[config.mk]
export PLATFORM = sky130hd
export DESIGN_NAME = a2p_poly
export DESIGN_NICKNAME = d
export VERILOG_FILES = /design/src/sv/a2p_pkg.sv /design/src/sv/a2p_poly.sv
export SDC_FILE = /design/constraint.sdc
export NUM_CORES = 2
export LEC_CHECK = 0
export ABC_AREA = 1
export BUFFER_PORTS_ARGS = -buffer_cell sky130_fd_sc_hd__buf_2
export CAP_MARGIN = 30
export CORE_MARGIN = 10
export CORE_UTILIZATION = 50
export DETAILED_ROUTE_END_ITERATION = 7
export PLACE_DENSITY = 0.65
export SYNTH_ARGS = -nofsm -noshare
export SYNTH_HDL_FRONTEND = slang
export SYNTH_SLANG_ARGS = --single-unit
[constraint.sdc]
create_clock -name clock -period 18.7 [get_ports clock]
set_input_delay 3.74 -clock clock [delete_from_list [all_inputs] [get_ports clock]]
set_output_delay 3.74 -clock clock [all_outputs]
set_load 0.05 [all_outputs]
[src/sv/a2p_pkg.sv]
// ----------------------------------------------------------------------------
// a2p_pkg
// Shared constants, coefficient table and types of the atan2 degree pipeline.
// ----------------------------------------------------------------------------
package a2p_pkg;

   localparam int COORD_WIDTH_DEF     = 16;
   localparam int ANGLE_FRAC_BITS_DEF = 6;

   // result field and its byte-padded bus width
   localparam int ANGLE_WIDTH = 15;
   localparam int RSP_WIDTH   = ((ANGLE_WIDTH + 7) / 8) * 8;

   // ratio in Q0.16, 0..65536 inclusive
   localparam int FRAC_BITS  = 16;
   localparam int QUOT_WIDTH = FRAC_BITS + 1;

   // polynomial terms in degrees, Q16, and their products with the ratio
   localparam int TERM_WIDTH = 24;
   localparam int PROD_WIDTH = TERM_WIDTH - 1 + QUOT_WIDTH;
   localparam int DEG_WIDTH  = 27;

   localparam logic [PROD_WIDTH-1:0] PROD_HALF = PROD_WIDTH'(32768);

   localparam logic signed [TERM_WIDTH-1:0] COEF_P7 = -24'sd166443;

   // constant added after each Horner product; the last product adds none
   localparam logic signed [TERM_WIDTH-1:0] HORNER_ADD [4] = '{
      24'sd584188,
      -24'sd1223390,
      24'sd3754140,
      24'sd0
   };

   localparam logic signed [DEG_WIDTH-1:0] DEG_90  = 27'sd5898240;
   localparam logic signed [DEG_WIDTH-1:0] DEG_180 = 27'sd11796480;
   localparam logic signed [DEG_WIDTH-1:0] DEG_360 = 27'sd23592960;

   typedef struct packed {
      logic zero;   // both coordinates zero
      logic swap;   // |y| > |x|
      logic xneg;
      logic yneg;
   } a2p_flags_type;

endpackage

[src/sv/a2p_poly.sv]
// ----------------------------------------------------------------------------
// a2p_poly
// Odd seventh-order arctangent polynomial in Horner form: square, then four
// multiply / round-and-add stage pairs. Output is the octant angle in Q16.
// ----------------------------------------------------------------------------
module a2p_poly (
   input  logic                                   clock,
   input  logic                                   reset,
   input  logic                                   adv,
   input  logic                                   in_vld,
   input  logic [a2p_pkg::QUOT_WIDTH-1:0]         in_quot,
   input  a2p_pkg::a2p_flags_type                 in_flags,
   output logic                                   out_vld,
   output logic signed [a2p_pkg::TERM_WIDTH-1:0]  out_deg,
   output a2p_pkg::a2p_flags_type                 out_flags
);

   localparam int QW     = a2p_pkg::QUOT_WIDTH;
   localparam int TW     = a2p_pkg::TERM_WIDTH;
   localparam int PW     = a2p_pkg::PROD_WIDTH;
   localparam int SQW    = 2 * QW;
   localparam int HSTEPS = 4;
   localparam int STAGES = 2 + 2 * HSTEPS;

   logic [STAGES-1:0]      vld_ff;

   // square of the ratio
   logic [SQW-1:0]         sq_in;
   logic [SQW-1:0]         sq_ff;
   logic [QW-1:0]          sq_c_ff;
   a2p_pkg::a2p_flags_type sq_flags_ff;
   logic [SQW-1:0]         sq_rnd;

   // Horner entry of each step
   logic signed [TW-1:0]   t_ff     [HSTEPS+1];
   logic [QW-1:0]          c_ff     [HSTEPS+1];
   logic [QW-1:0]          c2_ff    [HSTEPS+1];
   a2p_pkg::a2p_flags_type flags_ff [HSTEPS+1];

   // product stage of each step
   logic [PW-1:0]          prod_ff  [HSTEPS];
   logic                   neg_ff   [HSTEPS];
   logic [QW-1:0]          mc_ff    [HSTEPS];
   logic [QW-1:0]          mc2_ff   [HSTEPS];
   a2p_pkg::a2p_flags_type mflags_ff[HSTEPS];

   logic [TW-2:0]          mag      [HSTEPS];
   logic [QW-1:0]          opnd     [HSTEPS];
   logic [PW-1:0]          prod_in  [HSTEPS];
   logic [PW-1:0]          rsum     [HSTEPS];
   logic signed [TW-1:0]   rmag     [HSTEPS];
   logic signed [TW-1:0]   t_in     [HSTEPS];

   assign sq_in  = {{QW{1'b0}}, in_quot} * {{QW{1'b0}}, in_quot};
   assign sq_rnd = sq_ff + SQW'(32768);

   always_comb begin
      for (int j = 0; j < HSTEPS; j++) begin
         mag[j]     = t_ff[j][TW-1] ? (TW-1)'(-t_ff[j]) : t_ff[j][TW-2:0];
         // last product is by the ratio itself, the others by its square
         opnd[j]    = (j == HSTEPS - 1) ? c_ff[j] : c2_ff[j];
         prod_in[j] = {{QW{1'b0}}, mag[j]} * {{(TW-1){1'b0}}, opnd[j]};
         rsum[j]    = prod_ff[j] + a2p_pkg::PROD_HALF;
         rmag[j]    = rsum[j][PW-1:a2p_pkg::FRAC_BITS];
         t_in[j]    = (neg_ff[j] ? -rmag[j] : rmag[j]) + a2p_pkg::HORNER_ADD[j];
      end
   end

   always_ff @(posedge clock) begin
      if (reset) begin
         vld_ff <= '0;
      end else if (adv) begin
         vld_ff <= {vld_ff[STAGES-2:0], in_vld};
      end
   end

   always_ff @(posedge clock) begin
      if (adv) begin
         sq_ff       <= sq_in;
         sq_c_ff     <= in_quot;
         sq_flags_ff <= in_flags;

         t_ff[0]     <= a2p_pkg::COEF_P7;
         c_ff[0]     <= sq_c_ff;
         c2_ff[0]    <= sq_rnd[QW+a2p_pkg::FRAC_BITS-1:a2p_pkg::FRAC_BITS];
         flags_ff[0] <= sq_flags_ff;

         for (int j = 0; j < HSTEPS; j++) begin
            prod_ff[j]    <= prod_in[j];
            neg_ff[j]     <= t_ff[j][TW-1];
            mc_ff[j]      <= c_ff[j];
            mc2_ff[j]     <= c2_ff[j];
            mflags_ff[j]  <= flags_ff[j];

            t_ff[j+1]     <= t_in[j];
            c_ff[j+1]     <= mc_ff[j];
            c2_ff[j+1]    <= mc2_ff[j];
            flags_ff[j+1] <= mflags_ff[j];
         end
      end
   end

   assign out_vld   = vld_ff[STAGES-1];
   assign out_deg   = t_ff[HSTEPS];
   assign out_flags = flags_ff[HSTEPS];

endmodule

# == Word-level counts from Yosys, hierarchy flattened ==
# Memory sizes are Yosys's and may differ from the RTL's.
# Cells that the tools add are included.
# op_classes
add_sub_neg,16
mul,5
muxes,10
# op_table
op,n
$add 40x16->40 const B,4
$mul 23x17->40,4
$mux 24,4
$neg 24->24,4
$mux 23,4
$neg 23->23,4
$add 33x16->33 const B,1
$mul 17x17->33,1
$add 24x21->24 const B,1
$add 24x22->24 const B,1
$add 24x23->24 const B,1
$mux 1,2
# word_totals
ff_bits,64
ram_bits,626
inputBits,25
out_inout_bits,29
wordCells,47
memories,9
# mem_list
name,words,word_bits,read_ports,rd_clocked_by_memory_dff,wr,line_no,source
prod_ff,4,40,4,0,4,a2p_poly.sv:41,logic [PW-1:0] prod_ff [HSTEPS];
t_ff,5,24,5,0,5,a2p_poly.sv:35,logic signed [TW-1:0] t_ff [HSTEPS+1];
c2_ff,5,17,4,0,5,a2p_poly.sv:37,logic [QW-1:0] c2_ff [HSTEPS+1];
c_ff,5,17,4,0,5,a2p_poly.sv:36,logic [QW-1:0] c_ff [HSTEPS+1];
mc2_ff,4,17,4,0,4,a2p_poly.sv:44,logic [QW-1:0] mc2_ff [HSTEPS];
mc_ff,4,17,4,0,4,a2p_poly.sv:43,logic [QW-1:0] mc_ff [HSTEPS];
3 more memories,--,--,--,--,--,--,

# == Logic depth before layout (Yosys ltp) ==
# depth
word_depth,4
depth_mapped,39
mapped_depth_nobuf,38

# == Worst setup path before layout ==
# Ideal clock, no wire load.
# synth_timing
kind,input-to-reg
from,in in_quot[11] in the netlist's numbering
to,reg sq_ff[28] (data pin)
setup_ps,258
t_arrival_ps,8880
required_time_ps,18442
slack_ps,9562
path_stages,23
path_buffers,2
cell_sequence,clkbuf_1 > clkbuf_1 > nand2_1 > fa_1 > inv_1 > fa_1 > inv_1 > fa_1 > inv_1 > fa_1 > inv_1 > fa_1 > inv_1 > fa_1 > ha_1 > nand2_1 > nor2_1 > nand4_1 > o21ai_0 > nand4_1 > nand2_1 > a21oi_1 > xnor2_1
# synth_between
elab_chain_cells,1
# synth_rtl
element,line_no,source
from (decl),a2p_poly.sv:11,"input logic [a2p_pkg::QUOT_WIDTH-1:0] in_quot,"
$mul 17x17->33,a2p_poly.sv:54,"assign sq_in = {{QW{1'b0}}, in_quot} * {{QW{1'b0}}, in_quot};"
net sq_in[28],a2p_poly.sv:28,logic [SQW-1:0] sq_in;
to (signal assigned),a2p_poly.sv:79,sq_ff <= sq_in;
to (decl),a2p_poly.sv:29,logic [SQW-1:0] sq_ff;
# The timed path passes the listed nets, and every way through them passes these cells.
# A chain may end at the register's enable or synchronous reset.

==> results.cfg <==
[outcome]
outcome = finished with violations
violations = DRC

[clock_network]
insertion_delay_ns = 0.72
clock-sinks = 485
post_cts_resized = 0
cts_setup_buffers = 0
cts_buffers = 55
cts_max_level = 2
clockRootBuffer = clkbuf_16
clk_pin_slew_ns = 0.06
cts.path.max_buffers = 3
holdBufCountCts = 0
cts_tree = yes

[layout]
drive_gt1_frac = 0.0469
area_growth_syn_to_layout_pct = 5.77
regArea_um2 = 14500
fin_cells = 10283
nNetsFinal = 10153
fillCellCount = 13299
multiInputGateArea_um2 = 49600

[timing]
slew_viol_final = 0
worst-slew-pin-transition_ns = 1.10
final.setup.worst_slack_ns = 9.64
setup_viol = 0
fin_worst_skew_ns = 0.0765
setup_tns_ns = 0
period_minus_slack_ns = 9.06
final-hold-violation-count = 0
fin_crit_sh = 0.485
finalHoldWorstSlack_ns = 0.394
rsz0062_at_grt = no
maxSlewHeadroom = 0.260
fmax_ghz = 0.110

[synth]
synth_area_um2 = 72800
synth_xor_area_frac = 0.0352
synth_top_family_by_area = adder cells
yosys_warnings = 0
synth_simple_gate_area_frac = 0.175
synth_compound_area_frac = 0.0397
ys_types = 63
synth_top_area_frac = 0.328
synth_area_leaders = fa_1 (33%), edfxtp_1 (20%), inv_1 (10%)
ys.flop_type = edfxtp_1
synthMuxAreaShare = 0.000155
ys_ff_latch = 485
synth_fa_ha_area_frac = 0.432
synthArstFlopShare = 0
synth_top_area_cell = fa_1
syn_avg_cell_area_um2 = 8.66
synth_fp_nets = 10218
yosysSeqAreaShare = 0.199
synth-edff-count = 475
synthCells = 8398

[grt]
overflow = 0
grt_max_degree = 101
grt_pass1_vias = 57677
antenna_found_initial = 3
grt_pass1_wl_um = 311000
gr-usage-all-layers = 0.241

[placement]
dp.cells = 10178
gp_congestion = 0.937
dpl.hpwl_um = 156000
numPortBuffers = 53
place_ws_ns = 9.11

[detailed_routing]
drc = 2
drtIter0Drc = 3512
detail-route-antenna-nets = 0
num_vias = 54352
routedWlPerCell_um = 18.8
routed_wl_um = 193000
dr.pass1.iters = 8
via_per_inst = 5.29

[floorplan]
die_y_um = 401
fp.dieW_um = 401
start_util = 0.505
floorplan.die_area_um2 = 161000
core_um2 = 144000
io_pins = 54
num_rows = 139

[worst_setup_path]
cp.arrival_ns = 9.53
critPathMaxFanout = 17
cpMostUsedCell = inv_1
worst_setup_path_end_kind = register
critPathKind = register to register
start_kind = register
required_ns = 19.17
slowest_stage = edfxtp_1
cpPeakStageDelay_ns = 0.75

[job]
cap_violations = 0

[min_path]
hold_path_class = register to register
==> through the flow <==
step | utilization | instance area [um^2]
finish | 0.534 | 77000
global route | 0.534 | 77000
CTS | 0.534 | 76900
detailed placement | 0.520 | 74900
global placement | 0.519 | 74800
floorplan | - | 72800
==> kinds of logic after synthesis <==
group | after synthesis
AOI/OAI and AO/OA | 518
xor gates and xnor gates | 285
adders and majority gates | 1795
buffers and inverters | 2281
DFF | 485
muxes | 1
and+or+nand+nor | 3033
==> registers in the layout, summed over array words and instances (netlist names) <==
| register | count |
|---|---|
| sq_c_ff | 16 |
| vld_ff | 10 |
| mc2_ff | 33 |
| c_ff | 68 |
| mflags_ff | 16 |
| prod_ff | 98 |
| flags_ff | 20 |
| c2_ff | 51 |
| mc_ff | 51 |
| sq_flags_ff | 4 |
| t_ff | 96 |
| neg_ff | 3 |
| sq_ff | 19 |
==> path summary, 6_finish.rpt <==
check                                           endpoint  cells past startpoint              startpoint  slack (ns)
worst max register to register  prod_ff[1][28]$_DFFE_PP_                     35   t_ff[0][24]$_DFFE_PP_        9.64
worst min register to register    c2_ff[0][40]$_DFFE_PP_                      0  mc2_ff[1][6]$_DFFE_PP_        0.39
worst min-delay path              c2_ff[0][40]$_DFFE_PP_                      0  mc2_ff[1][6]$_DFFE_PP_        0.39
worst max-delay path            prod_ff[1][28]$_DFFE_PP_                     35   t_ff[0][24]$_DFFE_PP_        9.64
==> final cells by class <==
| class | count | area share |
|---|---|---|
| diodes | 3 | 0.0000975 |
| clock inverters | 40 | 0.00798 |
| repair buffers | 104 | 0.00959 |
| inverters | 2055 | 0.100 |
| clock buffers | 61 | 0.0182 |
| well taps | 1903 | 0.0309 |
| flip-flops and latches | 485 | 0.188 |
| multi-input cells | 5632 | 0.645 |
==> layout by cell type (no fill, tap or decap), types with 10 or more instances in the layout <==
master,synthesis,layout
ha_1,601,601
xnor2_1,74,73
nand2_1,1742,1742
dfxtp_1,10,10
nor2_2,19,19
nor3_1,62,62
buf_2,6,52
nor2_1,757,757
buf_4,25,47
clkinv_1,27,33
inv_1,2005,2005
a21oi_1,235,235
nand2_2,58,58
bufinv_16,0,12
nor2_4,19,19
edfxtp_1,475,475
xor2_1,202,201
nand4_1,88,88
nand3b_1,24,24
a21o_1,12,12
or2_2,26,26
xor2_2,9,10
o21bai_1,13,13
nor3_2,10,10
nor4_1,22,22
nand3_1,170,170
a31oi_1,16,16
o21a_1,14,14
o21ai_0,166,166
clkbuf_16,0,55
inv_2,22,22
fa_1,1194,1194
==> per-layer routing <==
| metal | vias to the layer above | track usage | wire [um] |
|---|---|---|---|
| li1 | 25136 | - | - |
| met1 | 27011 | 0.291 | 75700 |
| met2 | 1669 | 0.430 | 97200 |
| met3 | 534 | 0.0299 | 10300 |
| met4 | 2 | 0.109 | 10400 |
| met5 | - | 0 | 7 |
==> cells in the mapped netlist (12+ instances only) <==
| cell | instances |
|---|---|
| a21o_1 | 12 |
| xnor2_1 | 74 |
| inv_2 | 22 |
| buf_4 | 25 |
| nand2_2 | 58 |
| nor3_1 | 62 |
| o21a_1 | 14 |
| o21ai_0 | 166 |
| nor2_1 | 757 |
| nand4_1 | 88 |
| clkbuf_1 | 184 |
| clkinv_1 | 27 |
| nor4_1 | 22 |
| nand3_1 | 170 |
| xor2_1 | 202 |
| a31oi_1 | 16 |
| nand2_1 | 1742 |
| fa_1 | 1194 |
| edfxtp_1 | 475 |
| inv_1 | 2005 |
| nor2_4 | 19 |
| ha_1 | 601 |
| nand3b_1 | 24 |
| nor2_2 | 19 |
| or2_2 | 26 |
| a21oi_1 | 235 |
| o21bai_1 | 13 |
==> worst max-delay path, delay by kind of cell (launching register included) <==
kind,cells,cell delay (ns)
compound gates,4,0.82
fa+ha+maj,8,3.61
buf+inv,9,0.89
simple gates,13,2.48
xor+xnor,1,0.32
flops,1,0.75
Power is left out: the tool's default activity adds up to more than one toggle a clock period on the data nets, which glitch-free logic cannot reach.
