==> src/sv/a2p_pkg.sv <==
// ----------------------------------------------------------------------------
// a2p_pkg
// Shared constants, coefficient table and types of the atan2 degree pipeline.
// ----------------------------------------------------------------------------
package a2p_pkg;

   localparam int COORD_WIDTH_DEF     = 16;
   localparam int ANGLE_FRAC_BITS_DEF = 6;

   // result field and its byte-padded bus width
   localparam int ANGLE_WIDTH = 15;
   localparam int RSP_WIDTH   = ((ANGLE_WIDTH + 7) / 8) * 8;

   // ratio in Q0.16, 0..65536 inclusive
   localparam int FRAC_BITS  = 16;
   localparam int QUOT_WIDTH = FRAC_BITS + 1;

   // polynomial terms in degrees, Q16, and their products with the ratio
   localparam int TERM_WIDTH = 24;
   localparam int PROD_WIDTH = TERM_WIDTH - 1 + QUOT_WIDTH;
   localparam int DEG_WIDTH  = 27;

   localparam logic [PROD_WIDTH-1:0] PROD_HALF = PROD_WIDTH'(32768);

   localparam logic signed [TERM_WIDTH-1:0] COEF_P7 = -24'sd166443;

   // constant added after each Horner product; the last product adds none
   localparam logic signed [TERM_WIDTH-1:0] HORNER_ADD [4] = '{
      24'sd584188,
      -24'sd1223390,
      24'sd3754140,
      24'sd0
   };

   localparam logic signed [DEG_WIDTH-1:0] DEG_90  = 27'sd5898240;
   localparam logic signed [DEG_WIDTH-1:0] DEG_180 = 27'sd11796480;
   localparam logic signed [DEG_WIDTH-1:0] DEG_360 = 27'sd23592960;

   typedef struct packed {
      logic zero;   // both coordinates zero
      logic swap;   // |y| > |x|
      logic xneg;
      logic yneg;
   } a2p_flags_type;

endpackage

==> src/sv/a2p_divider.sv <==
// ----------------------------------------------------------------------------
// a2p_divider
// Pipelined restoring divider: ratio min/max as a rounded Q0.16 fraction,
// one quotient bit per stage after a numerator setup stage.
// ----------------------------------------------------------------------------
module a2p_divider #(
   parameter int COORD_WIDTH = a2p_pkg::COORD_WIDTH_DEF
) (
   input  logic                            clock,
   input  logic                            reset,
   input  logic                            adv,
   input  logic                            in_vld,
   input  logic [COORD_WIDTH-1:0]          in_lo,
   input  logic [COORD_WIDTH-1:0]          in_hi,
   input  a2p_pkg::a2p_flags_type          in_flags,
   output logic                            out_vld,
   output logic [a2p_pkg::QUOT_WIDTH-1:0]  out_quot,
   output a2p_pkg::a2p_flags_type          out_flags
);

   localparam int STEPS     = a2p_pkg::QUOT_WIDTH;
   localparam int NUM_WIDTH = COORD_WIDTH + a2p_pkg::FRAC_BITS;

   logic [NUM_WIDTH-1:0]   num_in;
   logic [STEPS:0]         vld_ff;
   logic [COORD_WIDTH-1:0] rem_ff   [STEPS+1];
   logic [STEPS-1:0]       low_ff   [STEPS+1];
   logic [COORD_WIDTH-1:0] hi_ff    [STEPS+1];
   logic [STEPS-1:0]       quot_ff  [STEPS+1];
   a2p_pkg::a2p_flags_type flags_ff [STEPS+1];

   logic [COORD_WIDTH:0]   trial    [STEPS];
   logic [COORD_WIDTH:0]   diff     [STEPS];
   logic                   qbit     [STEPS];
   logic [COORD_WIDTH-1:0] rem_in   [STEPS];

   // min * 2^16 + floor(max / 2)
   assign num_in = {in_lo, a2p_pkg::FRAC_BITS'(0)} + NUM_WIDTH'(in_hi >> 1);

   always_comb begin
      for (int k = 0; k < STEPS; k++) begin
         trial[k]  = {rem_ff[k], low_ff[k][STEPS-1-k]};
         diff[k]   = trial[k] - {1'b0, hi_ff[k]};
         qbit[k]   = (trial[k] >= {1'b0, hi_ff[k]});
         rem_in[k] = qbit[k] ? diff[k][COORD_WIDTH-1:0] : trial[k][COORD_WIDTH-1:0];
      end
   end

   always_ff @(posedge clock) begin
      if (reset) begin
         vld_ff <= '0;
      end else if (adv) begin
         vld_ff <= {vld_ff[STEPS-1:0], in_vld};
      end
   end

   always_ff @(posedge clock) begin
      if (adv) begin
         rem_ff[0]   <= COORD_WIDTH'(num_in >> STEPS);
         low_ff[0]   <= num_in[STEPS-1:0];
         hi_ff[0]    <= in_hi;
         quot_ff[0]  <= '0;
         flags_ff[0] <= in_flags;
         for (int k = 0; k < STEPS; k++) begin
            rem_ff[k+1]   <= rem_in[k];
            low_ff[k+1]   <= low_ff[k];
            hi_ff[k+1]    <= hi_ff[k];
            quot_ff[k+1]  <= {quot_ff[k][STEPS-2:0], qbit[k]};
            flags_ff[k+1] <= flags_ff[k];
         end
      end
   end

   assign out_vld   = vld_ff[STEPS];
   assign out_quot  = quot_ff[STEPS];
   assign out_flags = flags_ff[STEPS];

endmodule

==> config.mk <==
export PLATFORM = sky130hd
export DESIGN_NAME = a2p_divider
export DESIGN_NICKNAME = d
export VERILOG_FILES = /design/src/sv/a2p_pkg.sv /design/src/sv/a2p_divider.sv
export SDC_FILE = /design/constraint.sdc
export NUM_CORES = 1
export LEC_CHECK = 0
export BUFFER_PORTS_ARGS = -buffer_cell sky130_fd_sc_hd__buf_2
export CAP_MARGIN = 15
export CORE_ASPECT_RATIO = 0.7
export CORE_MARGIN = 2
export CORE_UTILIZATION = 50
export CTS_CLUSTER_SIZE = 10
export DETAILED_ROUTE_END_ITERATION = 8
export PLACE_DENSITY = 0.64
export SLEW_MARGIN = 30
export SYNTH_ARGS = -nofsm -noshare
export SYNTH_HDL_FRONTEND = slang
export SYNTH_SLANG_ARGS = --single-unit
==> constraint.sdc <==
create_clock -name clock -period 3.13 [get_ports clock]
set_input_delay 0.1565 -clock clock [delete_from_list [all_inputs] [get_ports clock]]
set_output_delay 0.1565 -clock clock [all_outputs]
set_load 0.05 [all_outputs]
Yosys cells after proc, flatten, opt, wreduce, memory -nomap -nowiden
Memory sizes are Yosys's and may differ from the RTL's. Index checks and enable logic that the tools add are counted.

Register bits: 18. RAM bits: 1260. Input bits: 40. Word-level logic and storage cells: 60. Memories kept: 5.

Memories: low_ff (words 18, width 17, rd ports 17, clocked after memory_dff 0, wr ports 18, line a2p_divider.sv:27) `logic [STEPS-1:0] low_ff [STEPS+1];`; quot_ff (words 18, width 17, rd ports 18, clocked after memory_dff 0, wr ports 18, line a2p_divider.sv:29) `logic [STEPS-1:0] quot_ff [STEPS+1];`; hi_ff (words 18, width 16, rd ports 17, clocked after memory_dff 0, wr ports 18, line a2p_divider.sv:28) `logic [COORD_WIDTH-1:0] hi_ff [STEPS+1];`; rem_ff (words 18, width 16, rd ports 17, clocked after memory_dff 0, wr ports 18, line a2p_divider.sv:26) `logic [COORD_WIDTH-1:0] rem_ff [STEPS+1];`; flags_ff (words 18, width 4, rd ports 18, clocked after memory_dff 0, wr ports 18, line a2p_divider.sv:30) `a2p_pkg::a2p_flags_type flags_ff [STEPS+1];`.

Add/subtract/negate cells: 18. Order comparisons: 17. Mux-type cells: 19.

Operators by type and width (number): 17-bit by 16-bit greater-or-equal comparator with 1-bit output (17); 16-bit two-way mux (17); 16-bit subtractor (17); 32-bit by 15-bit adder with 32-bit output (1); 1-bit two-way mux (2).

Depth between registers and ports, before layout
Gate-level depths: netlist (run 1).

Depth in word-level cells: 2. Gate-level depth with buffers: 12. Gate-level depth less buffers: 11.

Worst setup path before layout (run 1)
No wires, ideal clock.

Path kind: reg-to-reg. Start: memory hi_ff[3][1] (netlist bit). End: memory rem_ff[4][10] (netlist bit) (data pin). Arrival: 2.730 ns. Data required time: 2.870 ns. Setup slack: 0.139 ns. Stages on the path, launching flop included: 13. Path buffers: 2. Period minus slack after synthesis: 2.991 ns. Cell sequence: edfxtp_1 -> inv_1 -> ha_1 -> nor2b_4 -> o31a_1 -> o31ai_4 -> o211ai_2 -> a31oi_4 -> a21oi_1 -> or4_1 -> buf_6 -> buf_12 -> mux2_4.

RTL lines (line): from (decl) (a2p_divider.sv:28); to (decl) (a2p_divider.sv:26).

==> results of run 1 <==
==> power groups by stage <==
| stage | clock [mW] | sequential (mW) | combinational (mW) |
|---|---|---|---|
| final | 9.39 | 16.5 | 19.9 |
| after global routing | 10.0 | 16.7 | 21.8 |
| after CTS | 9.65 | 16.5 | 19.1 |
| after detailed placement | 0 | 16.6 | 18.8 |
| after global placement | 0 | 16.6 | 18.4 |
| after floorplan | 0 | 15.9 | 13.5 |
==> cells in the final DEF (no fill, tap or decap), drive strengths merged, types with 6 or more instances in the layout <==
cell type	n
edfxtp	769
inv	328
ha	272
buf	238
a21oi	201
nor2	189
o21ai	162
mux2	152
nand2	132
clkbuf	126
xnor2	108
a21o	70
o21a	62
xor2	57
nor2b	50
nand2b	48
mux2i	45
nand3	45
nor3	41
dlygate4sd3	40
nand4	34
a211oi	26
o31ai	23
a31oi	21
o31a	20
dfxtp	18
fa	16
nor4	14
a211o	14
o21bai	13
or3	12
a21boi	11
nand3b	9
o211ai	9
and3	8
and2	8
o22ai	6
clkinv	6
==> cell families after synthesis <==
kind of cell / count (synthesis) / share of synthesized area [%]
buffers and inverters: 368 / 3.65
and+or+nand+nor: 613 / 7.52
DFF: 787 / 59.0
AOI/OAI and AO/OA: 693 / 11.3
xor gates and xnor gates: 165 / 3.64
adders and majority gates: 288 / 9.37
muxes: 197 / 5.50
==> layout make-up <==
class | count | area [um^2] | share of cell area, %
clock buffer | 122 | 2450 | 5.32
clock inverter | 8 | 76.3 | 0.166
inverter | 326 | 1220 | 2.66
multi-input combinational | 1956 | 15000 | 32.6
sequential | 787 | 23500 | 51.0
tap | 1056 | 1320 | 2.88
timing repair buffer | 282 | 2470 | 5.38
==> timing repair <==
action / CTS / global route
pin swaps: 0 / 10
hold endpoints to repair: 76 / 0
resized for setup: 2 / 33
hold buffers: 40 / 0
setup buffers: 0 / 14
endpoints found under the setup margin: 2 / 111
gates cloned: 0 / 4
==> through the flow <==
| stage | TNS (ps) | total power [mW] | std cells | cell area, um^2 | setup slack, ps |
|---|---|---|---|---|---|
| 3_5_place_dp | -93.6 | 35.5 | 4349 | 42700 | -93.6 |
| 2_1_floorplan | 0 | 29.4 | 3111 | 39700 | 139 |
| 6_report | 0 | 45.8 | 4537 | 45900 | 82.5 |
| 3_3_place_gp | -77.8 | 35.0 | 4349 | 42700 | -77.8 |
| 4_1_cts | 0 | 45.2 | 4519 | 45600 | 16.3 |
| 5_1_grt | -1.38 | 48.5 | 4537 | 45900 | -1.38 |
==> worst paths after layout <==
check,start,endpoint,depth (start not counted)
max,hi_ff[5][12]$_DFFE_PP_,rem_ff[6][14]$_DFFE_PP_,12
min reg2reg,flags_ff[2][0]$_DFFE_PP_,flags_ff[3][0]$_DFFE_PP_,0
min,in_lo[9],rem_ff[0][8]$_DFFE_PP_,2
max reg2reg,hi_ff[5][12]$_DFFE_PP_,rem_ff[6][14]$_DFFE_PP_,12
==> per-layer routing <==
layer | vias up | GRT usage, %
met4 | 2 | 5.13
met2 | 821 | 29.2
li1 | 12210 | -
met3 | 124 | 4.38
met5 | - | 0
met1 | 12555 | 37.8
==> registers in the layout (all words and copies together), names as in the netlist <==
register	count
flags_ff	72
hi_ff	255
low_ff	18
quot_ff	153
rem_ff	271
vld_ff	18
==> critical path, stage by stage (launching register included) <==
cell and delay [ps]:
edfxtp_1 400, inv_1 150, ha_1 240, fa_1 210, nor2b_1 60, o31ai_1 320
a21oi_1 160, o2111ai_1 340, a21oi_1 160, o22ai_1 210, xor2_1 250, a21oi_2 140
buf_4 150
==> impl_metrics.ini, run 1 <==
[logic_synthesis]
syn_area_mm2 = 0.0397
synthFlopType = edfxtp_1
synth_cell_types = 86
yosys_register_bits = 787
yosysMostFrequentCell = edfxtp_1
async_flop_share_pct = 0
yosysSeqAreaShare_pct = 59.0
synth_area_leaders = edfxtp_1 (58%), ha_1 (8.6%), mux2_2 (4.1%)
synth_top_area_share_pct = 58.1
synth_area_per_cell_um2 = 12.8
synth_top_area_cell = edfxtp_1
synth_common_cells = edfxtp_1 (769), inv_1 (326), ha_1 (272), a21oi_1 (200), nor2_1 (189)
syn_inst = 3111
syn-num-nets = 3439
yosysWarnings = 0
synth_edf_count = 769

[cells_and_area]
fin_nets = 3771
layout-drive-gt1-share_pct = 15.5
area_growth_pct = 15.7
fin_util_pct = 58.4
n_antenna_cell = 0
fillers = 6208

[route]
dr_wl_met2_um = 34900
drt-initial-drc-count = 2614
top_layer = met5
final_antenna_net_count = 0
drcViolationCount = 0
drt_wl_total_um = 92200
detail_route.first_pass.iterations = 6
wl_per_cell_um = 20.3
num_vias = 25712
met1Wirelength_um = 48500
viasPerCell = 5.67
wl_met3_um = 7120

[timing]
skew_ps = 30.4
whs_ps = 210
finalHoldViolations = 0
drv_slew = 0
finalCriticalPeriod_ps = 3050
finalSetupViolCount = 0
slew_headroom_pct = 56.9
worstMarginPinSlew_ps = 647
fmax_mhz = 328
fin_crit_sh_pct = 97.4

[job]
drv_cap = 0

[power]
power_switching_mw = 16.0
p_clk_share_pct = 20.5
ir_worst_vdd_uv = 543
pwr-share-seq_pct = 36.0
swShare_pct = 35.0
p_per_area_mw_per_mm2 = 997
p_leak_nw = 18.5
combPwrFrac_pct = 43.5
intPower_mw = 29.8

[global_route]
overflow = 0
antenna_found_initial = 2
grt_start_max_net_pins = 107
grt_util_all_layers_pct = 22.6
grt_pass1_vias = 24597
grt_pass1_wl_um = 143000

[floorplan]
die_h_um = 240
die_width_um = 341
start_util_pct = 50.5
coreArea_mm2 = 0.0787
fp-row-count = 86
die-area_mm2 = 0.0818
ios = 62

[place]
io_buffer_count = 61
gp_congestion = 0.926
hpwlAfterDp_um = 67400

[clocking]
numCtsBuffers = 90
clockBufferDepth = 3
cts_tree = done
clk_pin_slew_worst_paths_ps = 50
cts_root_buf = clkbuf_16
htree_levels = 3
clk_latency_ps = 650
cts.sinks = 787

[setup_path]
worstPathRequired_ps = 3530
end_kind = register
cp-start-kind = register
worstPathArrival_ps = 3450
worstPathMaxFanout = 3
rrSetupSlack_ps = 80
critPathKind = register to register

[run_status]
status = finished clean

[worst_hold_path]
worstHoldPathType = primary input to register
Note: power is estimated with default switching activity, not from simulation.
==> run 2: changes to the inputs <==
--- a/config.mk
+++ b/config.mk
@@ -12,7 +12,7 @@
 export CORE_UTILIZATION = 50
 export CTS_CLUSTER_SIZE = 10
 export DETAILED_ROUTE_END_ITERATION = 8
-export PLACE_DENSITY = 0.64
+export PLACE_DENSITY = 0.62
 export SLEW_MARGIN = 30
 export SYNTH_ARGS = -nofsm -noshare
 export SYNTH_HDL_FRONTEND = slang
==> constraint.sdc (replaced) <==
create_clock -name clock -period 3.5 [get_ports clock]
set_input_delay 0.175 -clock clock [delete_from_list [all_inputs] [get_ports clock]]
set_output_delay 0.175 -clock clock [all_outputs]
set_load 0.05 [all_outputs]
==> run 2 against run 1 <==
Sequential power shrank 9.7%. Total power shrank 15%. Via count shrank 3.2%. Sequential cell count is the same. Largest cell class unchanged. Maximum frequency shrank 6.9%. Critical path depth shrank 2. Non-clock buffer count shrank 135.
==> impl_metrics.ini, run 2 (same netlist as run 1, synthesis figures left out) <==
[worst_hold_path]
hold_end = quot_ff[14][5]$_DFFE_PP_
whs_path_depth = 1
hp-start = adv
worstHoldPathType = primary input to register

[setup_path]
cp-start-kind = register
critPathTopFamily = compound AO/OA/AOI/OAI gates
worstPathArrival_ps = 3660
cp_common_cell = o21a_1
slowest_stage = edfxtp_1
critPathKind = register to register
worstPathMaxFanout = 14
r2r_end = rem_ff[9][4]$_DFFE_PP_
worstPathRequired_ps = 3890
worstPathCellList = inv_1 > ha_1 > o21a_1 > o21a_1 > o22a_1 > or3b_2 > a31oi_1 > o21a_1 > buf_4 > mux2_2
r2r_cells = 10
end_kind = register
rrSetupSlack_ps = 230
worst-path-buf-inv = 2
r2r-start = hi_ff[8][5]$_DFFE_PP_
max_stage_delay_ps = 470

[timing]
rsz0062_at_grt = false
finalSetupViolCount = 0
slew_headroom_pct = 45.9
finalHoldViolations = 0
fin_crit_sh_pct = 93.5
finalSetupTns_ps = 0
drv_slew = 0
finalCriticalPeriod_ps = 3270
fmax_mhz = 305
fin_ws_ps = 227
whs_ps = 83.3
skew_ps = 23.0
worstMarginPinSlew_ps = 804

[global_route]
overflow = 0
grt_pass1_wl_um = 138000
antenna_found_initial = 0
grt_start_max_net_pins = 76
grt_pass1_vias = 23700
grt_util_all_layers_pct = 21.8

[clocking]
cts_tree = done
cts.sinks = 787
cts_root_buf = clkbuf_16
clockBufferDepth = 3
clk_pin_slew_worst_paths_ps = 60
numCtsBuffers = 89
htree_levels = 3
clk_latency_ps = 640

[route]
num_vias = 24884
viasPerCell = 5.66
detail_route.first_pass.iterations = 7
top_layer = met4
drt_wl_total_um = 88800
met1Wirelength_um = 47900
final_antenna_net_count = 0
wl_per_cell_um = 20.2
drcViolationCount = 0
drt-initial-drc-count = 2282
dr_wl_met2_um = 33000
wl_met3_um = 6070

[floorplan]
ios = 62
die-area_mm2 = 0.0818
coreArea_mm2 = 0.0787
fp-row-count = 86
start_util_pct = 50.5
die_h_um = 240
die_width_um = 341

[cells_and_area]
top_register = rem_ff
largest_reg_flops = 271
n_antenna_cell = 0
reg.largest.list = rem_ff x271, hi_ff x255, quot_ff x153
layout-drive-gt1-share_pct = 11.4
final_cell_mix = edfxtp_1 (769), inv_1 (326), ha_1 (272)
layout_commonest_cell = edfxtp_1
fin_nets = 3635
area_growth_pct = 11.9

[job]
drv_cap = 0

[place]
hpwlAfterDp_um = 64000
post-place-ws_ps = 191
io_buffer_count = 61
gp_congestion = 0.936

[power]
ir_worst_vdd_uv = 379
p_per_area_mw_per_mm2 = 876
p_leak_nw = 17.7

[run_status]
status = finished clean
run 2: area by class of cell:
class                           count  area [um^2]
Fill cell                        6344        34200
Sequential cell                   787        23500
Multi-Input combinational cell   1956        14800
Clock buffer                      115         2370
Tap cell                         1056         1320
Inverter                          326         1220
Timing Repair Buffer              147         1220
Clock inverter                      6         38.8
run 2: how the worst max path moves through the flow:
stage / startpoint / endpoint / slack, ps / depth (start not counted)
global placement: hi_ff[6][2]$_DFFE_PP_ / rem_ff[7][13]$_DFFE_PP_ / 200 / 11
global route: hi_ff[6][1]$_DFFE_PP_ / rem_ff[7][4]$_DFFE_PP_ / 50 / 11
floorplan: hi_ff[3][1]$_DFFE_PP_ / rem_ff[4][10]$_DFFE_PP_ / 510 / 12
finish: hi_ff[8][5]$_DFFE_PP_ / rem_ff[9][4]$_DFFE_PP_ / 230 / 10
detailed placement: hi_ff[2][1]$_DFFE_PP_ / rem_ff[3][5]$_DFFE_PP_ / 190 / 9
CTS: hi_ff[2][1]$_DFFE_PP_ / rem_ff[3][5]$_DFFE_PP_ / 160 / 9
run 2: power breakdown:
group / switching (mW) / internal [mW]
Sequential: 1.49 / 13.4
Combinational: 8.59 / 7.29
Clock: 3.51 / 4.66
Total: 13.6 / 25.4
run 2: routing by layer:
metal | up-vias | global-route usage (%)
met5 | - | 0
met4 | 0 | 5.54
met3 | 128 | 3.72
met2 | 786 | 27.7
met1 | 12040 | 37.2
li1 | 11930 | -
run 2: repair_timing:
| item | CTS | global route |
|---|---|---|
| setup buffers | 0 | 1 |
| endpoints found under the setup margin | 0 | 11 |
| endpoints found under the hold margin | 54 | 0 |
| hold buffers | 39 | 0 |
| gates resized for setup | 0 | 1 |
run 2: metrics by stage:
| stage | utilization [%] | power (mW) | cell area, um^2 | std cells |
|---|---|---|---|---|
| finish | 56.5 | 38.9 | 44500 | 4393 |
| CTS | 56.5 | 38.9 | 44500 | 4392 |
| detailed placement | 53.0 | 30.4 | 41700 | 4232 |
| floorplan | - | 26.2 | 39700 | 3111 |
| global route | 56.5 | 41.3 | 44500 | 4393 |
| global placement | 53.0 | 30.1 | 41700 | 4232 |
==> run 3: changes to the inputs <==
--- a/config.mk
+++ b/config.mk
@@ -8,7 +8,7 @@
 export BUFFER_PORTS_ARGS = -buffer_cell sky130_fd_sc_hd__buf_2
 export CAP_MARGIN = 15
 export CORE_ASPECT_RATIO = 0.7
-export CORE_MARGIN = 2
+export CORE_MARGIN = 3
 export CORE_UTILIZATION = 50
 export CTS_CLUSTER_SIZE = 10
 export DETAILED_ROUTE_END_ITERATION = 8
==> run 3 against run 2 <==
Via count barely moved. Maximum frequency fell by 1.4%. Global-route usage barely moved. Routed wire length rose by 1.1%. Hold slack improved by 40 ps. Worst setup slack got worse by 48 ps. Cell count barely moved. Non-clock buffer count rose by 6. Highest routed layer unchanged. Die area rose by 1.4%.
==> impl_metrics.ini, run 3 (same netlist as run 1, synthesis figures left out) <==
[run_status]
status = finished clean

[cells_and_area]
final_area_mm2 = 0.0446
area_growth_pct = 12.2
fin_util_pct = 57.3
n_antenna_cell = 0
top_register = rem_ff
largest_reg_flops = 271
reg.largest.list = rem_ff x271, hi_ff x255, quot_ff x153
layout-drive-gt1-share_pct = 11.8
fin_nets = 3642
layout_commonest_cell = edfxtp_1
final_cell_mix = edfxtp_1 (769), inv_1 (326), ha_1 (272)
finalNonFillerCells = 4394
fillers = 6165

[place]
gp_congestion = 0.915
hpwlAfterDp_um = 64800
dp_cells = 4224
io_buffer_count = 61
placed_area_mm2 = 0.0416

[timing]
fin_crit_sh_pct = 94.9
finalHoldViolations = 0
drv_slew = 0
worstMarginPinSlew_ps = 856
finalCriticalPeriod_ps = 3320
finalSetupViolCount = 0
slew_headroom_pct = 42.9
skew_ps = 18.8
rsz0062_at_grt = false
finalSetupTns_ps = 0
fmax_mhz = 301

[clocking]
numCtsBuffers = 90
htree_levels = 3
clk_latency_ps = 660
cts.sinks = 787
cts_root_buf = clkbuf_16
clockBufferDepth = 3
cts_tree = done
clk_pin_slew_worst_paths_ps = 60

[route]
num_vias = 24880
detail_route.first_pass.iterations = 7
drt-initial-drc-count = 2389
drcViolationCount = 0
viasPerCell = 5.66
wl_per_cell_um = 20.4
drt_wl_total_um = 89800
final_antenna_net_count = 0

[power]
ir_worst_vdd_uv = 402
combPwrFrac_pct = 41.3
pwr-share-seq_pct = 37.7
swShare_pct = 35.2
p_per_area_mw_per_mm2 = 881
intPower_mw = 25.4
p_clk_share_pct = 21.0
power_switching_mw = 13.8
p_leak_nw = 17.7
power_mw = 39.3

[worst_hold_path]
whs_path_depth = 1
worstHoldPathType = primary input to register
hp-start = adv
hold_end = flags_ff[0][0]$_DFFE_PP_

[setup_path]
end_kind = register
critPathKind = register to register
r2r_cells = 12
rrSetupSlack_ps = 180
worstPathArrival_ps = 3710
worstPathRequired_ps = 3890
r2r-start = hi_ff[6][6]$_DFFE_PP_
worstPathMaxFanout = 10
r2r_end = rem_ff[7][6]$_DFFE_PP_
cp-start-kind = register

[floorplan]
ios = 62
die_h_um = 242
die_width_um = 343
coreArea_mm2 = 0.0777
fp-row-count = 85
die-area_mm2 = 0.0829
start_util_pct = 51.1

[job]
drv_cap = 0

[global_route]
grt_pass1_wl_um = 141000
overflow = 0
grt_util_all_layers_pct = 21.8
antenna_found_initial = 4
grt_start_max_net_pins = 89
grt_pass1_vias = 24369
-- run 3: worst max-delay path: stages, from the launching register on --
cell      delay [ps]
edfxtp_1         410
inv_1             70
ha_1             370
a21oi_2          240
nand2b_1         130
nor3_2           230
o21ai_1          180
o41ai_2          300
buf_4            170
o41ai_2           80
a41oi_2          220
buf_4            240
mux2_2           410
-- run 3: metrics by stage --
stage          hold slack [ps]  setup slack [ps]
2_1_floorplan              274               509
3_3_place_gp               352              -163
3_5_place_dp               353              -105
4_1_cts                    110              27.8
5_1_grt                    134              14.7
6_report                   123               178
-- run 3: routing by layer --
| layer | GRT usage, % | vias up | part of all wire (%) |
|---|---|---|---|
| li1 | - | 11927 | - |
| met1 | 36.8 | 12070 | 53 |
| met2 | 28.0 | 752 | 38 |
| met3 | 4.60 | 131 | 7.3 |
| met4 | 4.53 | 0 | 1.7 |
| met5 | 0 | - | 0 |
-- run 3: power groups by stage --
stage	Clock (mW)	Combinational, mW	Sequential (mW)
finish	8.24	16.2	14.8
global route	8.90	17.9	15.0
CTS	8.49	15.9	14.8
detailed placement	0	15.7	14.9
global placement	0	15.4	14.9
floorplan	0	12.1	14.2
-- run 3: cell type report --
cell class / instances / area (um^2) / share of cell area [%]
Timing Repair Buffer: 153 / 1230 / 2.76
Inverter: 326 / 1220 / 2.75
Clock inverter: 11 / 88.8 / 0.199
Multi-Input combinational cell: 1956 / 14900 / 33.4
Sequential cell: 787 / 23500 / 52.6
Tap cell: 1044 / 1310 / 2.93
Clock buffer: 117 / 2380 / 5.35
-- run 3: worst max path at each step --
stage	start	end	slack [ps]	depth (start not counted)
after floorplan	hi_ff[3][1]$_DFFE_PP_	rem_ff[4][10]$_DFFE_PP_	510	12
after global placement	hi_ff[6][1]$_DFFE_PP_	rem_ff[7][1]$_DFFE_PP_	-160	11
after detailed placement	hi_ff[6][1]$_DFFE_PP_	rem_ff[7][1]$_DFFE_PP_	-110	11
after CTS	hi_ff[6][6]$_DFFE_PP_	rem_ff[7][1]$_DFFE_PP_	30	11
after global routing	hi_ff[6][6]$_DFFE_PP_	rem_ff[7][6]$_DFFE_PP_	10	12
final	hi_ff[6][6]$_DFFE_PP_	rem_ff[7][6]$_DFFE_PP_	180	12
-- run 3: what timing repair did --
| item | in CTS | in global routing |
|---|---|---|
| hold buffers | 39 | 0 |
| gates resized for setup | 1 | 5 |
| endpoints found under the setup margin | 4 | 29 |
| buffers inserted | 1 | 2 |
| pin swaps | 0 | 1 |
| endpoints found under the hold margin | 54 | 0 |
